**config.mk**
```make
export PLATFORM = sky130hd
export DESIGN_NAME = median5_ir_distance_unit_flat
export DESIGN_NICKNAME = d
export VERILOG_FILES = /design/src/m5ird_pkg.sv /design/src/m5ird_if.sv /design/src/median5_ir_distance_unit.sv /design/src/flat_wrapper.sv
export SDC_FILE = /design/constraint.sdc
export NUM_CORES = 1
export LEC_CHECK = 0
export ABC_AREA = 1
export BUFFER_PORTS_ARGS = -buffer_cell sky130_fd_sc_hd__buf_2
export CAP_MARGIN = 25
export CORE_MARGIN = 2
export CORE_UTILIZATION = 50
export DETAILED_ROUTE_END_ITERATION = 7
export GPL_ROUTABILITY_DRIVEN = 0
export PLACE_DENSITY = 0.77
export SYNTH_ARGS = -nofsm -noshare
export SYNTH_HDL_FRONTEND = slang
export SYNTH_SLANG_ARGS = --single-unit
```
**constraint.sdc**
```tcl
create_clock -name clk -period 4.07 [get_ports clk]
set_input_delay 0.814 -clock clk [delete_from_list [all_inputs] [get_ports clk]]
set_output_delay 0.814 -clock clk [all_outputs]
set_load 0.005 [all_outputs]
```
**src/m5ird_pkg.sv**
```systemverilog
// Shared types and constants for the median-of-five distance unit.
package m5ird_pkg;

    localparam int SampleW  = 10;
    localparam int CmW      = 5;
    localparam int MmW      = 9;
    localparam int QuotW    = 9;
    localparam int GroupLen = 5;
    localparam int PosW     = $clog2(GroupLen);
    localparam int CntW     = $clog2(SampleW);
    localparam int NumerW   = 15;
    localparam int RemInitW = NumerW - QuotW;
    localparam int RecipW   = 8;
    localparam int ProdW    = QuotW + RecipW;
    localparam int RecipShift = 11;
    localparam int TensW    = ProdW - RecipShift;

    localparam logic [SampleW-1:0]  NearLimit = 10'd574;
    localparam logic [SampleW-1:0]  FarLimit  = 10'd81;
    localparam logic [NumerW-1:0]   MmNumer   = 15'd23552;
    localparam logic [RemInitW-1:0] RemInit   = MmNumer[NumerW-1:QuotW];
    localparam logic [RecipW-1:0]   Recip10   = 8'd205;
    localparam logic [CmW-1:0]      CmNear    = 5'd2;
    localparam logic [CmW-1:0]      CmFar     = 5'd30;
    localparam logic [MmW-1:0]      MmMin     = 9'd40;
    localparam logic [MmW-1:0]      MmFar     = 9'd300;
    localparam logic [PosW-1:0]     LastPos   = PosW'(GroupLen - 1);
    localparam logic [2:0]          MedRank   = 3'd2;

    typedef logic [SampleW-1:0] sample_t;
    typedef logic [CmW-1:0]     cm_t;
    typedef logic [MmW-1:0]     mm_t;

    typedef enum logic [1:0] {
        ST_COLLECT,
        ST_SELECT,
        ST_DIVIDE,
        ST_FINISH
    } state_t;

endpackage

```
**src/m5ird_if.sv**
```systemverilog
// Valid/ready channel interfaces for samples and results.
interface m5ird_sample_if;
    import m5ird_pkg::*;

    logic    valid;
    logic    ready;
    sample_t sample;

    modport source (output valid, output sample, input ready);
    modport sink   (input valid, input sample, output ready);
endinterface

interface m5ird_result_if;
    import m5ird_pkg::*;

    logic    valid;
    logic    ready;
    sample_t median_raw;
    cm_t     distance_cm;
    mm_t     distance_mm;

    modport source (output valid, output median_raw, output distance_cm,
                    output distance_mm, input ready);
    modport sink   (input valid, input median_raw, input distance_cm,
                    input distance_mm, output ready);
endinterface

```
**src/median5_ir_distance_unit.sv**
```systemverilog
// Median-of-five filter with bit-serial rank selection and reciprocal distance map.
//
//  Channel   Direction  Payload                                   Transfer when
//  samples   in         sample (10b)                              valid && ready
//  results   out        median_raw (10b), distance_cm (5b),       valid && ready
//                       distance_mm (9b)
//
// The fifth sample of a group starts a serial pass: MSB-first rank selection
// for the median, a restoring divider for 23552/m, and a final load of the
// result. The sample port is ready only while collecting, so a new group is
// taken only after the pass ends; a stalled result waits in the output
// register, while the next group's five samples are still taken and its pass
// runs, holding in the finishing state until the output register is free.
// Reset (rst_n, asynchronous, active low) clears the group position, the
// sequencer and the result valid flag.
module median5_ir_distance_unit (
    input  logic           clk,
    input  logic           rst_n,
    m5ird_sample_if.sink   samples,
    m5ird_result_if.source results
);
    import m5ird_pkg::*;

    state_t                state_reg, state_next;
    logic [PosW-1:0]       pos_reg, pos_next;
    logic [CntW-1:0]       cnt_reg, cnt_next;
    sample_t               sh_reg [GroupLen];
    sample_t               sh_next [GroupLen];
    logic [GroupLen-1:0]   alive_reg, alive_next;
    logic [2:0]            k_reg, k_next;
    sample_t               med_reg, med_next;
    sample_t               rem_reg, rem_next;
    logic [QuotW-1:0]      quot_reg, quot_next;
    logic                  out_valid_reg, out_valid_next;
    sample_t               out_med_reg;
    cm_t                   out_cm_reg;
    mm_t                   out_mm_reg;

    logic                  load_out;
    logic                  take_sample;
    logic [GroupLen-1:0]   msb_bits;
    logic [GroupLen-1:0]   zero_set;
    logic [2:0]            zero_cnt;
    logic                  bit_is_zero;
    logic [SampleW:0]      rem_shift;
    logic [SampleW+1:0]    rem_diff;
    logic                  quot_bit;
    logic [ProdW-1:0]      tens_prod;
    logic [TensW-1:0]      tens;
    logic                  is_far;
    logic                  is_near;
    cm_t                   cm_value;
    mm_t                   mm_value;

    // Handshake and load controls.
    always_comb
    begin
        samples.ready = (state_reg == ST_COLLECT);
        load_out      = (state_reg == ST_FINISH) && (!out_valid_reg || results.ready);
    end

    assign take_sample = samples.valid && samples.ready;

    // Sequencer.
    always_comb
    begin
        state_next = state_reg;
        case (state_reg)
            ST_COLLECT:
            begin
                if (take_sample && pos_reg == LastPos)
                    state_next = ST_SELECT;
            end
            ST_SELECT:
            begin
                if (cnt_reg == CntW'(SampleW - 1))
                    state_next = ST_DIVIDE;
            end
            ST_DIVIDE:
            begin
                if (cnt_reg == '0)
                    state_next = ST_FINISH;
            end
            ST_FINISH:
            begin
                if (load_out)
                    state_next = ST_COLLECT;
            end
            default:
                state_next = ST_COLLECT;
        endcase
    end

    // Rank selection looks at the top bit of every live candidate. If more
    // candidates than the wanted rank have a zero there, the median's bit is
    // zero and the ones drop out; otherwise the bit is one and the zeros drop
    // out, lowering the rank still wanted by their count.
    always_comb
    begin
        for (int p = 0; p < GroupLen; p++)
            msb_bits[p] = sh_reg[p][SampleW-1];
        zero_set    = alive_reg & ~msb_bits;
        zero_cnt    = 3'($countones(zero_set));
        bit_is_zero = (zero_cnt > k_reg);
    end

    // One restoring divider step; the low dividend bits come from the constant.
    always_comb
    begin
        rem_shift = {rem_reg, MmNumer[cnt_reg]};
        rem_diff  = {1'b0, rem_shift} - {2'b00, med_reg};
        quot_bit  = !rem_diff[SampleW+1];
    end

    // Distance map. A median of 81 or less reads as far, which also keeps the
    // meaningless quotient of a tiny divisor off the outputs. Centimeters are
    // the millimeter quotient divided by ten through a reciprocal multiply.
    always_comb
    begin
        is_far    = (med_reg <= FarLimit);
        is_near   = (med_reg >= NearLimit);
        tens_prod = ProdW'(quot_reg) * ProdW'(Recip10);
        tens      = tens_prod[ProdW-1:RecipShift];
        if (is_near)
            cm_value = CmNear;
        else if (is_far || tens > TensW'(CmFar))
            cm_value = CmFar;
        else
            cm_value = CmW'(tens);
        if (is_far || quot_reg > MmFar)
            mm_value = MmFar;
        else if (quot_reg < MmMin)
            mm_value = MmMin;
        else
            mm_value = quot_reg;
    end

    // Datapath next values.
    always_comb
    begin
        pos_next  = pos_reg;
        cnt_next  = cnt_reg;
        sh_next   = sh_reg;
        alive_next = alive_reg;
        k_next    = k_reg;
        med_next  = med_reg;
        rem_next  = rem_reg;
        quot_next = quot_reg;
        case (state_reg)
            ST_COLLECT:
            begin
                if (take_sample)
                begin
                    sh_next[pos_reg] = samples.sample;
                    if (pos_reg == LastPos)
                    begin
                        pos_next   = '0;
                        cnt_next   = '0;
                        alive_next = '1;
                        k_next     = MedRank;
                    end
                    else
                    begin
                        pos_next = pos_reg + 1'b1;
                    end
                end
            end
            ST_SELECT:
            begin
                for (int p = 0; p < GroupLen; p++)
                    sh_next[p] = {sh_reg[p][SampleW-2:0], 1'b0};
                med_next = {med_reg[SampleW-2:0], !bit_is_zero};
                if (bit_is_zero)
                begin
                    alive_next = zero_set;
                end
                else
                begin
                    alive_next = alive_reg & msb_bits;
                    k_next     = k_reg - zero_cnt;
                end
                if (cnt_reg == CntW'(SampleW - 1))
                begin
                    cnt_next = CntW'(QuotW - 1);
                    rem_next = SampleW'(RemInit);
                end
                else
                begin
                    cnt_next = cnt_reg + 1'b1;
                end
            end
            ST_DIVIDE:
            begin
                rem_next  = quot_bit ? rem_diff[SampleW-1:0] : rem_shift[SampleW-1:0];
                quot_next = {quot_reg[QuotW-2:0], quot_bit};
                cnt_next  = cnt_reg - 1'b1;
            end
            ST_FINISH:
            begin
            end
            default:
            begin
            end
        endcase
    end

    always_comb
    begin
        out_valid_next = out_valid_reg;
        if (load_out)
            out_valid_next = 1'b1;
        else if (results.ready)
            out_valid_next = 1'b0;
    end

    always_ff @(posedge clk or negedge rst_n)
    begin
        if (!rst_n)
        begin
            state_reg     <= ST_COLLECT;
            pos_reg       <= '0;
            cnt_reg       <= '0;
            out_valid_reg <= 1'b0;
        end
        else
        begin
            state_reg     <= state_next;
            pos_reg       <= pos_next;
            cnt_reg       <= cnt_next;
            out_valid_reg <= out_valid_next;
        end
    end

    always_ff @(posedge clk)
    begin
        sh_reg    <= sh_next;
        alive_reg <= alive_next;
        k_reg     <= k_next;
        med_reg   <= med_next;
        rem_reg   <= rem_next;
        quot_reg  <= quot_next;
        if (load_out)
        begin
            out_med_reg <= med_reg;
            out_cm_reg  <= cm_value;
            out_mm_reg  <= mm_value;
        end
    end

    assign results.valid       = out_valid_reg;
    assign results.median_raw  = out_med_reg;
    assign results.distance_cm = out_cm_reg;
    assign results.distance_mm = out_mm_reg;

endmodule
```
**src/flat_wrapper.sv**
```systemverilog
// flat-port wrapper written by rule: the top's interface ports become plain ports
module median5_ir_distance_unit_flat import m5ird_pkg::*;
  (clk, rst_n, samples_valid, samples_sample, samples_ready, results_valid, results_median_raw, results_distance_cm, results_distance_mm, results_ready);
  m5ird_sample_if samples_i ();
  m5ird_result_if results_i ();
  input  logic clk;
  input  logic rst_n;
  input wire logic [$bits(samples_i.valid)-1:0] samples_valid;
  input wire logic [$bits(samples_i.sample)-1:0] samples_sample;
  output wire logic [$bits(samples_i.ready)-1:0] samples_ready;
  output wire logic [$bits(results_i.valid)-1:0] results_valid;
  output wire logic [$bits(results_i.median_raw)-1:0] results_median_raw;
  output wire logic [$bits(results_i.distance_cm)-1:0] results_distance_cm;
  output wire logic [$bits(results_i.distance_mm)-1:0] results_distance_mm;
  input wire logic [$bits(results_i.ready)-1:0] results_ready;
  assign samples_i.valid = samples_valid;
  assign samples_i.sample = samples_sample;
  assign samples_ready = samples_i.ready;
  assign results_valid = results_i.valid;
  assign results_median_raw = results_i.median_raw;
  assign results_distance_cm = results_i.distance_cm;
  assign results_distance_mm = results_i.distance_mm;
  assign results_i.ready = results_ready;
  median5_ir_distance_unit u_core (.clk(clk), .rst_n(rst_n), .samples(samples_i), .results(results_i));
endmodule
```
==> reports/results.ini <==
[critical_path]
crit_path_start_kind=flip-flop
crit_required_ns=4.25
crit_buf_inv=5
cp-end-kind=flip-flop
path_common_cell=inv_1
crit_fanout=5
slowest_delay_ns=0.60
cp.arrival_ns=4.14
critPathKind=reg2reg
crit_chain=buf_6 > inv_1 > ha_1 > inv_1 > fa_1 > inv_1 > fa_1 > ha_4 > ha_4 > nand2_2 > nor2_2 > nor2_2 > nor2_1 > nor2_1 > nand3_2 > a21oi_4 > nand3_1 > nand2_1 > inv_1
crit_slowest_cell=fa_1
crit_family=adder cells

[placement]
dp_hpwl_mm=10.3
dp_cells=990
port_buffers=39

[timing]
slew_viol_final=0
fin_worst_skew_ns=0.0100
period_share_pct=97.3
period_minus_slack_ns=3.96
worst_pin_slew_ns=0.915
setup_violations=0
fmax_mhz=252
hold_viol_final=0
slew_headroom_pct=39.0

[synth]
synth_flop_cell=edfxtp_1
synth_seq_area_share_pct=48.4
synth_top_area_share_pct=45.0
yosysTopAreaCell=edfxtp_1
synthesis.nets=876
netlist_instances=767
async_flop_share_pct=8.26
synthTopCellsByArea=edfxtp_1 (45%), ha_1 (13%), nand2_1 (8.1%)
ys_seq_elements=121
synth.avg_cell_area_um2=9.66
ys_warn_count=0
ys_types=38
synth-edff-count=111
syn_area_um2=7410

[clocking]
root_buffer=clkbuf_16
clk_pin_slew_ns=0.06
holdBufCountCts=0
cts_sinks=121
clkLatencyLatePin_ns=0.42
htree_levels=4
tritoncts=yes
cts_buffers=17
clockBufferDepth=2

[layout]
layout_commonest_cell=nand2_1
antenna_cells=0
final_cells=1025
final_core_util_pct=59.5
drive_above_1_share_pct=16.3
largest_reg_flops=45
final_cell_mix=nand2_1 (157), inv_1 (124), edfxtp_1 (111), ha_1 (67), o21ai_0 (64)
fin_nets=937
syn_to_final_growth_pct=16.4

[floorplan]
io_pins=40
die_area_um2=15800
start_util_pct=51.2
die_width_um=126
die_h_um=126
num_rows=44
core_area_um2=14500

[route]
dr.first_iter.drc_count=419
drcViolationCount=0
vias=5339
viasPerCell=5.21
antenna_left=0
drt_pre_antenna_iters=5
post_drt_wl_per_cell_um=14.5
wirelength_mm=14.8

[grt]
grt_pass1_vias=5123
gr-total-overflow=0
grt_max_degree=72
grt_use_total_pct=18.9
grt_pass1_wl_mm=24.0
antenna_found_initial=0

[flow_run]
cap_violations=0

[status]
outcome=complete, no violations

[hold_path]
holdCritPathClass=in2async

## synthesized netlist by cell type, drive strengths merged (2+ instances only)
cell type	number
nand2	164
inv	127
buf	2
nor3	11
xor2	11
o22ai	3
edfxtp	111
or2	2
nor2	53
ha	78
clkbuf	14
dfrtp	10
a21oi	38
xnor2	4
o21a	2
o21bai	2
o21ai	73
nand3	32
nand4	6
fa	17
a31oi	2
## cell type report
| cell class | instances | area, um2 |
|---|---|---|
| multi-input combinational | 503 | 3440 |
| clock buffer | 18 | 429 |
| timing repair buffer | 58 | 342 |
| sequential | 121 | 3580 |
| inverter | 127 | 477 |
| clock inverter | 14 | 118 |
| tap | 184 | 230 |
| fill | 1160 | 5860 |
## cell families after synthesis
group	share of synthesized area, %
AND/OR/NAND/NOR	15.1
buffers and inverters	7.52
flip-flops	48.4
XOR/XNOR	1.77
adder cells (fa/ha/maj)	17.8
AO/OA/AOI/OAI	9.46
## per-stage QoR
| step | hold slack, ns | setup slack [ns] | TNS (ns) | instance area (um2) |
|---|---|---|---|---|
| floorplan | 0.426 | 0.138 | 0 | 7410 |
| global placement | 0.437 | 0.0912 | 0 | 7880 |
| detailed placement | 0.452 | -0.0222 | -0.0222 | 7880 |
| CTS | 0.246 | 0.00422 | 0 | 8430 |
| global route | 0.253 | -0.0429 | -0.0738 | 8620 |
| finish | 0.246 | 0.108 | 0 | 8620 |
## per-layer routing
| layer | global-route usage, % | wire length (um) | vias to the layer above |
|---|---|---|---|
| met5 | 0 | 0 | - |
| li1 | - | - | 2681 |
| met4 | 6.60 | 227 | 0 |
| met3 | 4.67 | 783 | 26 |
| met2 | 29.6 | 6970 | 136 |
| met1 | 25.9 | 6860 | 2496 |
## path summary, 6_finish.rpt
check	from	endpoint	slack [ns]	cells past startpoint
max in group asynchronous	rst_n	u_core.cnt_reg[0]$_DFFE_PN0P_	3.62	1
min in group clk	u_core.med_reg[9]$_DFFE_PP_	u_core.results.median_raw[9]$_DFFE_PP_	0.46	0
min reg2reg	u_core.med_reg[9]$_DFFE_PP_	u_core.results.median_raw[9]$_DFFE_PP_	0.46	0
min	rst_n	u_core.pos_reg[1]$_DFFE_PN0P_	0.25	1
max	u_core.quot_reg[3]$_DFFE_PP_	u_core.results.distance_cm[3]$_SDFFCE_PP0P_	0.11	19
max reg2reg	u_core.quot_reg[3]$_DFFE_PP_	u_core.results.distance_cm[3]$_SDFFCE_PP0P_	0.11	19
## worst register-to-register path: stages, from the launching register on
cell and delay (ns):
edfxtp_1 0.41, buf_6 0.15, inv_1 0.06, ha_1 0.31
inv_1 0.07, fa_1 0.53, inv_1 0.06, fa_1 0.60
ha_4 0.23, ha_4 0.24, nand2_2 0.12, nor2_2 0.06
nor2_2 0.12, nor2_1 0.05, nor2_1 0.19, nand3_2 0.13
a21oi_4 0.21, nand3_1 0.09, nand2_1 0.06, inv_1 0.04
## timing repair
action                                  in CTS  in global routing
resized for setup                            0                 25
pin swaps                                    1                 12
gates cloned                                 0                  0
endpoints found under the setup margin       1                  5
buffers inserted                             0                  3
Power is left out: the tool's default activity adds up to more than one toggle a clock period on the data nets, which glitch-free logic cannot reach.
